File: src/sidec_pkg.sv
// Shared constants and control/status types for the signed decimal text converter.
package sidec_pkg;

	// Width of the integer that is converted; bits above it are ignored.
	localparam int VALUE_BITS = 64;

	// Number of decimal digits needed for the largest magnitude, 2^(VALUE_BITS-1).
	function automatic int digit_count();
		logic [63:0] v;
		int n;
		v = 64'd1 << (VALUE_BITS - 1);
		n = 0;
		while (v != 64'd0) begin
			v = v / 64'd10;
			n = n + 1;
		end
		return n;
	endfunction

	localparam int DIGITS   = digit_count();
	localparam int BCD_W    = 4 * DIGITS;
	localparam int CNT_W    = (VALUE_BITS > 1) ? $clog2(VALUE_BITS) : 1;
	localparam int DLEFT_W  = $clog2(DIGITS + 1);

	localparam logic [7:0] CHAR_ZERO  = 8'h30;
	localparam logic [7:0] CHAR_MINUS = 8'h2D;

	// Commands from the controller to the datapath
	typedef struct packed {
		logic load;
		logic conv_step;
		logic skip_step;
		logic emit_sign;
		logic emit_digit;
	} sidec_cmd_t;

	// Status from the datapath to the controller
	typedef struct packed {
		logic conv_last;
		logic top_zero;
		logic one_left;
		logic neg;
	} sidec_sts_t;

endpackage

File: src/signed_int_to_decimal_ascii.sv
// Top level: signed integer to decimal ASCII text, one character per transfer.
//
//  channel | signals                          | payload
//  in      | in_valid / in_ready              | value[63:0], low VALUE_BITS used
//  out     | out_valid / out_ready            | text_char[7:0], is_last
//
// One item at a time: accept, then bit-serial double-dabble in the datapath
// shifter over all VALUE_BITS input bits, then for each of the DIGITS digits
// either drop a leading zero or emit the digit through the output register,
// with a minus sign emitted ahead of the digits when the value is negative.
// arst_n clears the controller and output valid; no clearing pass is needed.
// A stalled output holds the character and pauses emission; in_ready rises
// once the last character is in the output register.
module signed_int_to_decimal_ascii
	import sidec_pkg::*;
(
	input  logic        clk,
	input  logic        arst_n,
	input  logic        in_valid,
	output logic        in_ready,
	input  logic [63:0] value,
	output logic        out_valid,
	input  logic        out_ready,
	output logic [7:0]  text_char,
	output logic        is_last
);

	sidec_cmd_t cmd;
	sidec_sts_t sts;

	sidec_ctrl u_ctrl (
		.clk       (clk),
		.arst_n    (arst_n),
		.in_valid  (in_valid),
		.in_ready  (in_ready),
		.out_valid (out_valid),
		.out_ready (out_ready),
		.sts       (sts),
		.cmd       (cmd)
	);

	sidec_dp u_dp (
		.clk       (clk),
		.arst_n    (arst_n),
		.value     (value),
		.cmd       (cmd),
		.sts       (sts),
		.text_char (text_char),
		.is_last   (is_last)
	);

endmodule

File: src/sidec_dp.sv
// Datapath: magnitude, bit-serial binary to BCD shifter, digit emission registers.
module sidec_dp
	import sidec_pkg::*;
(
	input  logic             clk,
	input  logic             arst_n,
	input  logic [63:0]      value,
	input  sidec_cmd_t       cmd,
	output sidec_sts_t       sts,
	output logic [7:0]       text_char,
	output logic             is_last
);

	logic [VALUE_BITS-1:0] raw;
	logic [VALUE_BITS-1:0] mag_q;
	logic [BCD_W-1:0]      bcd_q;
	logic [BCD_W-1:0]      bcd_adj;
	logic                  neg_q;
	logic [CNT_W-1:0]      cnt_q;
	logic [DLEFT_W-1:0]    dig_left_q;
	logic [3:0]            top_digit;
	logic [7:0]            text_char_q;
	logic                  is_last_q;

	assign raw       = value[VALUE_BITS-1:0];
	assign top_digit = bcd_q[BCD_W-1 -: 4];

	// Add-3 correction on every BCD digit that is five or more
	always_comb begin
		for (int i = 0; i < DIGITS; i++) begin
			if (bcd_q[4*i +: 4] >= 4'd5) begin
				bcd_adj[4*i +: 4] = bcd_q[4*i +: 4] + 4'd3;
			end else begin
				bcd_adj[4*i +: 4] = bcd_q[4*i +: 4];
			end
		end
	end

	// Magnitude and BCD shift register
	always_ff @(posedge clk) begin
		if (cmd.load) begin
			neg_q <= raw[VALUE_BITS-1];
			mag_q <= raw[VALUE_BITS-1] ? (~raw + {{(VALUE_BITS-1){1'b0}}, 1'b1}) : raw;
			bcd_q <= '0;
		end else if (cmd.conv_step) begin
			mag_q <= {mag_q[VALUE_BITS-2:0], 1'b0};
			bcd_q <= {bcd_adj[BCD_W-2:0], mag_q[VALUE_BITS-1]};
		end else if (cmd.skip_step || cmd.emit_digit) begin
			bcd_q <= {bcd_q[BCD_W-5:0], 4'b0000};
		end
	end

	// Step counter and remaining digit count
	always_ff @(posedge clk or negedge arst_n) begin
		if (!arst_n) begin
			cnt_q      <= '0;
			dig_left_q <= '0;
		end else if (cmd.load) begin
			cnt_q      <= '0;
			dig_left_q <= DLEFT_W'(DIGITS);
		end else begin
			if (cmd.conv_step) begin
				cnt_q <= cnt_q + 1'b1;
			end
			if (cmd.skip_step || cmd.emit_digit) begin
				dig_left_q <= dig_left_q - 1'b1;
			end
		end
	end

	// Output character register
	always_ff @(posedge clk) begin
		if (cmd.emit_sign) begin
			text_char_q <= CHAR_MINUS;
			is_last_q   <= 1'b0;
		end else if (cmd.emit_digit) begin
			text_char_q <= CHAR_ZERO + {4'b0000, top_digit};
			is_last_q   <= (dig_left_q == DLEFT_W'(1));
		end
	end

	assign sts.conv_last = (cnt_q == CNT_W'(VALUE_BITS - 1));
	assign sts.top_zero  = (top_digit == 4'd0);
	assign sts.one_left  = (dig_left_q == DLEFT_W'(1));
	assign sts.neg       = neg_q;

	assign text_char = text_char_q;
	assign is_last   = is_last_q;

endmodule

File: src/sidec_ctrl.sv
// Controller: sequences load, conversion, leading-zero skip and character output.
module sidec_ctrl
	import sidec_pkg::*;
(
	input  logic       clk,
	input  logic       arst_n,
	input  logic       in_valid,
	output logic       in_ready,
	output logic       out_valid,
	input  logic       out_ready,
	input  sidec_sts_t sts,
	output sidec_cmd_t cmd
);

	typedef enum logic [4:0] {
		ST_IDLE = 5'b00001,
		ST_CONV = 5'b00010,
		ST_SKIP = 5'b00100,
		ST_SIGN = 5'b01000,
		ST_EMIT = 5'b10000
	} state_t;

	state_t state_q;
	state_t state_nxt;
	logic   out_valid_q;
	logic   slot_free;

	// Output register can take a new character
	assign slot_free = !out_valid_q || out_ready;

	// Next state and commands
	always_comb begin
		state_nxt = state_q;
		cmd       = '0;
		in_ready  = 1'b0;
		case (state_q)
			ST_IDLE: begin
				in_ready = 1'b1;
				if (in_valid) begin
					cmd.load  = 1'b1;
					state_nxt = ST_CONV;
				end
			end
			ST_CONV: begin
				cmd.conv_step = 1'b1;
				if (sts.conv_last) begin
					state_nxt = ST_SKIP;
				end
			end
			ST_SKIP: begin
				if (sts.top_zero && !sts.one_left) begin
					cmd.skip_step = 1'b1;
				end else if (sts.neg) begin
					state_nxt = ST_SIGN;
				end else begin
					state_nxt = ST_EMIT;
				end
			end
			ST_SIGN: begin
				if (slot_free) begin
					cmd.emit_sign = 1'b1;
					state_nxt     = ST_EMIT;
				end
			end
			ST_EMIT: begin
				if (slot_free) begin
					cmd.emit_digit = 1'b1;
					if (sts.one_left) begin
						state_nxt = ST_IDLE;
					end
				end
			end
			default: begin
				state_nxt = ST_IDLE;
			end
		endcase
	end

	// State and output valid registers
	always_ff @(posedge clk or negedge arst_n) begin
		if (!arst_n) begin
			state_q     <= ST_IDLE;
			out_valid_q <= 1'b0;
		end else begin
			state_q <= state_nxt;
			if (cmd.emit_sign || cmd.emit_digit) begin
				out_valid_q <= 1'b1;
			end else if (out_ready) begin
				out_valid_q <= 1'b0;
			end
		end
	end

	assign out_valid = out_valid_q;

endmodule

File: config.mk
export PLATFORM = sky130hd
export DESIGN_NAME = signed_int_to_decimal_ascii
export DESIGN_NICKNAME = d
export VERILOG_FILES = /design/src/sidec_pkg.sv /design/src/signed_int_to_decimal_ascii.sv /design/src/sidec_dp.sv /design/src/sidec_ctrl.sv
export SDC_FILE = /design/constraint.sdc
export NUM_CORES = 1
export LEC_CHECK = 0
export CAP_MARGIN = 20
export CORE_MARGIN = 3
export CORE_UTILIZATION = 45
export CTS_CLUSTER_SIZE = 40
export DETAILED_ROUTE_END_ITERATION = 7
export DONT_BUFFER_PORTS = 1
export PLACE_DENSITY_LB_ADDON = 0.08
export SLEW_MARGIN = 20
export SYNTH_ARGS = -nofsm -noshare
export SYNTH_HDL_FRONTEND = slang
export SYNTH_HIERARCHICAL = 1
export SYNTH_SLANG_ARGS = --single-unit
File: constraint.sdc
create_clock -name clk -period 4.23 [get_ports clk]
set_input_delay 0.2115 -clock clk [delete_from_list [all_inputs] [get_ports clk]]
set_output_delay 0.2115 -clock clk [all_outputs]
set_load 0.01 [all_outputs]
# Word-level counts from Yosys, hierarchy flattened
# Index checks and enable logic that the tools add are counted.
[totals] register_bits=167 latch_bits=0 ram_bits=0 rom_bits=0 inputBits=68 out_inout_bits=11 mem_count=0
[op_classes] addsub=23 multipliers=0 n_div=0 order_cmp=19 eq_ne=13 shift=0 mux=47 bitwise_logic=1 n_reduce_logical=12
[op_table] op="64-bit 2-to-1 mux" n=3
[op_table] op="76-bit 2-to-1 mux" n=2
[op_table] op="4-bit by 3-bit >= comparator with 1-bit output, second input constant" n=19
[op_table] op="4-bit by 2-bit adder with 4-bit output, second input constant" n=18
[op_table] op="4-bit 2-to-1 mux" n=18
[op_table] op="64-bit by 1-bit adder with 64-bit output, second input constant" n=1
[op_table] op="64-bit NOT" n=1
[op_table] op="5-bit 2-to-1 mux" n=9
[op_table] op="5-bit case mux with 5 select lines" n=1
[op_table] op="6-bit 2-to-1 mux" n=2
[op_table] op="1-bit 2-to-1 mux" n=11
[op_table] op="5-bit by 1-bit equality test with 1-bit output, second input constant" n=2
[op_table] op="2-bit nonzero test" n=4
[op_table] op="6-bit by 4-bit adder with 7-bit output, first input constant" n=1
[op_table] op="6-bit by 1-bit adder with 6-bit output, second input constant" n=1
[op_table] op="6-bit equality test, second input constant" n=1
[op_table] op="2-bit by 1-bit inequality test with 1-bit output, second input constant" n=3
[op_table] op="2-bit inequality test, second input constant" n=3
[op_table] op="6-bit AND reduction" n=1
[op_table] op="5-bit by 2-bit equality test with 1-bit output, second input constant" n=1
[op_table] op="5-bit by 3-bit equality test with 1-bit output, second input constant" n=1
[op_table] op="5-bit by 4-bit equality test with 1-bit output, second input constant" n=1
[op_table] op="5-bit equality test, second input constant" n=1
[op_table] op="5-bit by 1-bit subtractor with 5-bit output, second input constant" n=1
[op_table] op="other kinds (6)" n=9

# Longest topological paths before layout
# Gate-level depths: netlist of the first run.
[logic_depth] depth_word=8 depth_mapped=12 ltp_nobuf=10

# Hierarchy
# The synthesis of the first run kept the hierarchy.
[by_module_without_submodules] module="sidec_dp" n_inst=1 cells_each=1172 area_per_inst_um2=9873.2
[by_module_without_submodules] module="sidec_ctrl" n_inst=1 cells_each=49 area_per_inst_um2=500.5

# Least setup slack after synthesis of the first run
# OpenSTA, ideal clock, no wires.
[synth_timing] kind="register -> register" startpoint="reg u_ctrl.state_q[0]" endpoint="reg u_dp.mag_q[0], enable pin" setup_time_ns=0.424 arrival_time_ns=2.791 required_ns=3.806 slack_ns=1.016 path_stages_with_launch=9 n_path_buf=3 period_less_slack_ns=3.214 path_cell_list="dfstp_2 -> buf_6 -> nor2_4 -> nand2_2 -> nor3_1 -> clkbuf_1 -> inv_1 -> clkbuf_1 -> nand2_1"
[synth_lines] item="start: declaration" line="sidec_ctrl.sv:23" text="state_t state_q;"
[synth_lines] item="start signal: assignment" line="sidec_ctrl.sv:85" text="state_q <= state_nxt;"
[synth_lines] item="end signal: assignment" line="sidec_dp.sv:43" text="mag_q <= raw[VALUE_BITS-1] ? (~raw + {{(VALUE_BITS-1){1'b0}}, 1'b1}) : raw;"
[synth_lines] item="end signal: assignment" line="sidec_dp.sv:46" text="mag_q <= {mag_q[VALUE_BITS-2:0], 1'b0};"
[synth_lines] item="end: declaration" line="sidec_dp.sv:15" text="logic [VALUE_BITS-1:0] mag_q;"

==> results of run 1 <==
-- kinds of logic (layout without fill, tap and decap cells) --
family,Yosys count,count (layout),synth area share (%)
simple gates,434,434,21.6
compound gates,365,365,22.2
flops,164,164,38.8
buf+inv,136,102,5.44
xor+xnor,69,69,5.83
fa+ha+maj,42,42,5.07
mux,9,9,0.965
other cells,2,3,0.0724
-- metrics by stage --
stage / instances / setup WS [ns] / hold WS [ns] / cell area (sq um) / power, mW
finish: 1468 / 1.28 / 0.0219 / 11100 / 8.09
floorplan: 1222 / 1.02 / -0.0841 / 10400 / 5.90
global route: 1468 / 1.04 / 0.00537 / 11100 / 8.83
global placement: 1427 / 1.38 / -0.0835 / 10500 / 6.62
CTS: 1468 / 1.30 / 0.00321 / 11100 / 8.20
detailed placement: 1427 / 1.33 / -0.0835 / 10500 / 6.66
-- sequential cells by signal, indices dropped and copies added (netlist names) --
register / count
u_ctrl/out_valid: 1
u_ctrl/state_q: 5
u_dp/bcd_q: 76
u_dp/cnt_q: 6
u_dp/dig_left_q: 5
u_dp/is_last: 1
u_dp/mag_q: 64
u_dp/neg_q: 1
u_dp/text_char: 5
-- worst register-to-register path, stage by stage (launching register included) --
cell,delay (ns)
dfrtp_1,0.39
inv_1,0.08
ha_1,0.13
nor4b_1,0.54
nand4b_2,0.30
inv_1,0.09
or2_2,0.40
nor2_1,0.35
buf_4,0.28
o21ai_0,0.12
a21oi_1,0.16
-- Yosys cell counts (18+ instances only) --
library cell and number:
a32oi_1 18, nor3b_1 21, clkbuf_1 61, and2_1 18, edfxtp_1 65, xor2_1 40, nand3_1 20, inv_1 49
nand4_1 19, a211oi_1 66, ha_1 42, a21oi_1 120, xnor2_1 29, nand2_1 74, nor2_1 139, dfxtp_1 82
nand2b_1 23, nor3_1 37, o21ai_0 82
-- per-layer routing --
| metal | vias up | track usage [%] |
|---|---|---|
| met2 | 170 | 32.2 |
| met3 | 11 | 4.76 |
| li1 | 4374 | - |
| met5 | - | 0 |
| met4 | 0 | 4.26 |
| met1 | 4061 | 25.2 |
-- worst paths after layout --
| kind | startpoint | end | slack, ns | depth (start not counted) |
|---|---|---|---|---|
| max | u_dp/dig_left_q[1]$_DFFE_PN0P_ | u_dp/bcd_q[55]$_SDFFE_PP0P_ | 1.28 | 10 |
| min | value[60] | u_dp/mag_q[60]$_DFFE_PP_ | 0.02 | 2 |
| max reg2reg | u_dp/dig_left_q[1]$_DFFE_PN0P_ | u_dp/bcd_q[55]$_SDFFE_PP0P_ | 1.28 | 10 |
| min reg2reg | u_dp/mag_q[63]$_DFFE_PP_ | u_dp/bcd_q[0]$_SDFFE_PP0P_ | 0.49 | 2 |
| max in group asynchronous | arst_n | u_dp/dig_left_q[0]$_DFFE_PN0P_ | 3.43 | 1 |
| min in group asynchronous | arst_n | u_dp/dig_left_q[4]$_DFFE_PN0P_ | 0.31 | 1 |
-- cell type report --
type	count	area share (%)
Multi-Input combinational cell	922	52.1
Sequential cell	164	36.1
Timing Repair Buffer	20	2.00
Inverter	50	1.68
Clock buffer	22	4.37
Clock inverter	10	0.629
Tap cell	280	3.14
-- power by group through the flow --
| stage | logic (mW) | registers [mW] | clock network, mW |
|---|---|---|---|
| final | 3.46 | 3.17 | 1.47 |
| after floorplan | 2.88 | 3.02 | 0 |
| after detailed placement | 3.47 | 3.19 | 0 |
| after global routing | 3.97 | 3.27 | 1.58 |
| after global placement | 3.43 | 3.19 | 0 |
| after CTS | 3.50 | 3.17 | 1.52 |
-- what timing repair did --
| item | 4_1_cts | 5_1_grt |
|---|---|---|
| hold endpoints to repair | 25 | 0 |
| endpoints found under the setup margin | 0 | 0 |
| hold buffers | 9 | 0 |
==> run summary, run 1 <==
Slew Limit Fails: 0
Top post-synthesis cells by area: edfxtp_1 (19%), dfxtp_1 (16%), a21oi_1 (5.8%), ha_1 (5.1%), nor2_1 (5.0%)
Commonest non-fill, non-tap cell in the layout: nor2_1
Ordered list of cells on the worst path: inv_1 -> ha_1 -> nor4b_1 -> nand4b_2 -> inv_1 -> or2_2 -> nor2_1 -> buf_4 -> o21ai_0 -> a21oi_1
Crit path buffers/inverters: 3
Outcome: complete, no violations
Max Used Layer: met4
Comb pwr share: 42.7%
Sw power: 3.26 mW
Worst slew margin: 32.8%
Remaining antenna violation count: 0
Clock buffer count from CTS: 17
Final Core Density: 50.2%
Critical path arrival: 3.29 ns
Post_cts resized: 0
Vias per std cell: 5.87
Post-Synthesis Cells: 1221
Switching share of power: 40.3%
Initial antenna violation count: 0
Fill cells: 2164
Unrepaired setup endpoints after global routing: no
Synth-to-layout area growth: 7.47%
Post-CTS setup buffer count: 0
Critical Path RT: 4.57 ns
Hold/Removal Path Class: primary input to flop
Sequential cell area: 0.00402 sq mm
# H-tree levels: 4
Vias in the first global route: 8173
Sequential share of the synthesized area: 38.8%
Yosys reg bits: 164
Routed wire length: 23700 um
CP Launch Type: flop
Initial Util: 46.7%
Power Internal: 4.83 mW
Fin. Hold Viols: 0
Setup violators final: 0
Asr flop ratio synth: 10.4%
CP max stage cell: nor4b_1
Crit end category: flop
Nets: 1285
Most common cell on crit path: inv_1
CTS sink cnt: 164
Post-Synthesis Mean Instance Area: 8.50 sq um
Met3 WL: 1200 um
WL met1: 11100 um
Commonest non-fill, non-tap cells in the layout: nor2_1 (138), a21oi_1 (120), o21ai_0 (82), dfxtp_1 (82), nand2_1 (73)
Core region area: 0.0222 sq mm
Final cycle utilization of the critical path: 69.7%
Kind of cell adding the most delay to the critical path: simple AND/OR/NAND/NOR gates
PortBufs: 0
Routability congestion estimate from global placement: 0.726
Synthesized cell area: 0.0104 sq mm
CTS tree: built
Total track usage: 19.2%
Clock Pin Slew Worst Setup and Hold Paths: 0.07 ns
Insertion delay to the later sink of the worst-skew pair: 0.43 ns
Crit path kind: flop to flop
Global-route wire length before repair: 39700 um
VDD IR-drop max: 0.417 mV
Initial detailed-routing violation count: 456
Leakage power: 3.92 nW
HPWL Detailed: 14700 um
Remaining DRCs: 0
Crit Path Max Fanout: 14
Post-synth EDFFs: 65
Die area: 0.0249 sq mm
Via count: 8616
Met2 routed wirelength: 11100 um
Largest net degree at the start of global routing: 230
Die X-Extent: 158 um
Setup TNS: 0 ns
Yosys top cell area share: 18.8%
Netlist cell types: 67
Post-DR wirelength/cell: 16.1 um
Slew @ Worst Pin: 1.01 ns
PwrDens: 726 mW/mm^2
Top_reg_cell synth: dfxtp_1
Crit path largest cell delay: 0.54 ns
Area of the multi-input gates: 0.00581 sq mm
Layout cell share with drive strength beyond 1: 5.98%
Diode count: 0
TritonRoute pass-1 iters: 5
Clock group share of total power: 18.1%
Chip height: 158 um
Root buf cell: clkbuf_16
Row count: 54
Max Fclk: 0.339 GHz
Sequential Power Share: 39.1%
Cell taking the most area after synthesis: edfxtp_1
# IOs: 79
Clk buf depth: 2
Crit path time final: 2.95 ns
Maxcap violations: 0
Grt total ovfl: 0
Clk_skew: 0.0173 ns
Synth Warn #: 6
Power figures use the tool's default switching activity.
==> inputs of run 2 (changes only) <==
- clock period: 4.23 -> 2.6 ns (I/O delays scaled with it)
==> run 2 against run 1 <==
Compared with the run above:
- non-clock buffer count grew 93
- largest cell class unchanged
- cell area rose by 8.3%
- critical path type unchanged
- critical endpoint is now u_dp/mag_q[52]$_DFFE_PP_
- critical path depth down 2
==> run summary, run 2 (same netlist as run 1, synthesis figures left out) <==
Chip height: 158 um (unchanged)
CP max stage cell: dfstp_2
CTS tree: built
Grt met3 use: 3.85% (-0.90 points)
Clk buf depth: 2 (unchanged)
Total track usage: 20.7% (+1.5 points)
Fin. Hold Viols: 0 (unchanged)
Worst hold path endpoint: u_dp/mag_q[12]$_DFFE_PP_
CTS sink cnt: 164 (unchanged)
Root buf cell: clkbuf_16
Clock Pin Slew Worst Setup and Hold Paths: 0.07 ns (about the same)
Routed wire length: 25400 um (+7.3%)
Unrepaired setup endpoints after global routing: yes
Hold_sp: value[12]
Vias in the first global route: 8730 (+6.8%)
Crit path largest cell delay: 0.62 ns (+0.08 ns)
Remaining DRCs: 0 (unchanged)
Slew @ Worst Pin: 0.797 ns (-0.211 ns)
Insertion delay to the later sink of the worst-skew pair: 0.44 ns (about the same)
Slew Limit Fails: 0 (unchanged)
Nets: 1378 (+7.2%)
Critical Path RT: 2.90 ns (-1.67 ns)
TritonRoute pass-1 iters: 5 (unchanged)
Finished Layout Cells: 1561 (+6.3%)
Inst Count DP: 1461 (+2.4%)
Core region area: 0.0222 sq mm (unchanged)
Dpl ws: 0.206 ns (-1.12 ns)
Crit path buffers/inverters: 3 (unchanged)
Worst reg-to-reg path cell count: 8 (-2)
Leakage power: 4.36 nW (+11%)
Crit Path Max Fanout: 12 (-2)
Row count: 54 (unchanged)
Crit end category: flop
VDD IR-drop max: 0.440 mV (+5.6%)
M1 GR Usage: 27.8% (+2.6 points)
Vias per std cell: 5.77 (-1.8%)
CP Launch Type: flop
Setup violators final: 0 (unchanged)
Gr busiest metal: met2
Initial Util: 46.7% (unchanged)
# IOs: 79 (unchanged)
Post-DR wirelength/cell: 16.3 um (+0.95%)
Die X-Extent: 158 um (unchanged)
Outcome: complete, no violations
Hold/Removal Path Class: primary input to flop
Initial antenna violation count: 0 (unchanged)
Final Core Density: 54.3% (+4.1 points)
PwrDens: 1140 mW/mm^2 (+57%)
Grt total ovfl: 0 (unchanged)
Reg2reg end: u_dp/mag_q[52]$_DFFE_PP_
Largest register FFs: 76 (unchanged)
Remaining antenna violation count: 0 (unchanged)
Die area: 0.0249 sq mm (unchanged)
Synth-to-layout area growth: 16.4%
M2 GR Usage: 34.2% (+2.1 points)
PortBufs: 0 (unchanged)
Diode count: 0 (unchanged)
Clock buffer count from CTS: 17 (unchanged)
Worst slew margin: 46.7% (+14 points)
Kind of cell adding the most delay to the critical path: buffers and inverters
Maxcap violations: 0 (unchanged)
Worst reg2reg path startpoint: u_ctrl/state_q[0]$_DFFE_PN1P_
Worst hold stages: 2 (unchanged)
Clk_skew: 0.0108 ns (-0.00648 ns)
Fill cells: 2060 (-4.8%)
Biggest register: u_dp/bcd_q
Largest net degree at the start of global routing: 58 (-75%)
Critical path arrival: 2.82 ns (-0.47 ns)
Crit path kind: flop to flop
# H-tree levels: 4 (unchanged)
Biggest regs: u_dp/bcd_q x76, u_dp/mag_q x64, u_dp/cnt_q x6
Commonest non-fill, non-tap cells in the layout: nor2_1 (138), a21oi_1 (120), o21ai_0 (82), dfxtp_1 (82), nand2_1 (73)
Via count: 9001 (+4.5%)
Commonest non-fill, non-tap cell in the layout: nor2_1
Final worst slack: 0.0711 ns (-1.21 ns)
Reg2reg setup slack: 0.07 ns (-1.21 ns)
Crit path time final: 2.53 ns (-0.419 ns)
Global-route wire length before repair: 42600 um (+7.2%)
Initial detailed-routing violation count: 531 (+16%)
Final cycle utilization of the critical path: 97.3% (+28 points)
Ordered list of cells on the worst path: and4bb_2 -> and2_4 -> inv_1 -> buf_4 -> nor3_2 -> o31ai_1 -> nand4_1 -> dlygate4sd3_1
Layout cell share with drive strength beyond 1: 8.51% (+2.5 points)
Routability congestion estimate from global placement: 0.789 (+8.7%)
Max Fclk: 0.395 GHz (+17%)
HPWL Detailed: 16200 um (+10%)
-- run 2: cell types whose count changed in the layout (fill, tap and decap cells not counted), sizes merged --
cell         previous run  this run
bufinv                  0         2
clkinv                  4         9
clkinvlp                4         3
clkbuf                 22        20
buf                    11        47
inv                    52        49
dlygate4sd3             9        65
-- run 2: power by group --
part | total [mW] | internal (mW) | leakage, nW | switching [mW]
logic | 6.14 | 2.58 | 2.59 | 3.55
registers | 5.12 | 4.24 | 1.50 | 0.881
clock network | 2.48 | 1.41 | 0.268 | 1.07
total | 13.7 | 8.24 | 4.36 | 5.50
-- run 2: final cells by class --
class / count / area (sq um) / share of cell area, %
flip-flops and latches: 164 / 4020 / 33.3
clock buffers: 19 / 433 / 3.59
multi-input cells: 922 / 5830 / 48.3
inverters: 50 / 188 / 1.55
repair buffers: 113 / 1110 / 9.24
well taps: 280 / 350 / 2.90
clock inverters: 13 / 136 / 1.13
-- run 2: worst max path at each step --
| stage | from | end | depth (start not counted) |
|---|---|---|---|
| finish | u_ctrl/state_q[0]$_DFFE_PN1P_ | u_dp/mag_q[52]$_DFFE_PP_ | 8 |
| detailed placement | u_dp/dig_left_q[1]$_DFFE_PN0P_ | u_dp/bcd_q[38]$_SDFFE_PP0P_ | 10 |
| floorplan | u_ctrl/state_q[3]$_DFFE_PN0P_ | u_dp/bcd_q[19]$_SDFFE_PP0P_ | 9 |
| global route | u_ctrl/state_q[0]$_DFFE_PN1P_ | u_dp/mag_q[52]$_DFFE_PP_ | 8 |
| CTS | u_ctrl/state_q[0]$_DFFE_PN1P_ | u_dp/mag_q[52]$_DFFE_PP_ | 8 |
| global placement | value[20] | u_dp/mag_q[56]$_DFFE_PP_ | 5 |
-- run 2: repair_timing --
action | in CTS | in global routing
hold buffers | 65 | 0
buffers inserted | 0 | 2
endpoints found under the hold margin | 81 | 0
gates resized for setup | 0 | 5
setup endpoints to repair | 0 | 22
-- run 2: stage by stage --
step	area, sq um	hold WS, ns	power (mW)	setup TNS [ns]
after CTS	12000	0.00189	13.8	0
final	12100	0.0190	13.7	0
after floorplan	10400	-0.166	9.58	0
after global routing	12100	0.0216	15.0	-0.0405
after detailed placement	10800	-0.165	11.1	0
after global placement	10800	-0.165	11.0	0
-- run 2: per-layer routing --
metal / wire (um) / part of all wire [%]
met1: 12200 / 48
met5: 0 / 0
met2: 11900 / 47
met3: 1050 / 4.1
met4: 239 / 0.94
-- run 2: worst register-to-register path, cell delays in order (launching register included) --
cell and delay [ns]:
dfstp_2 0.62, and4bb_2 0.32, and2_4 0.23, inv_1 0.12, buf_4 0.21, nor3_2 0.15, o31ai_1 0.10, nand4_1 0.09
dlygate4sd3_1 0.55
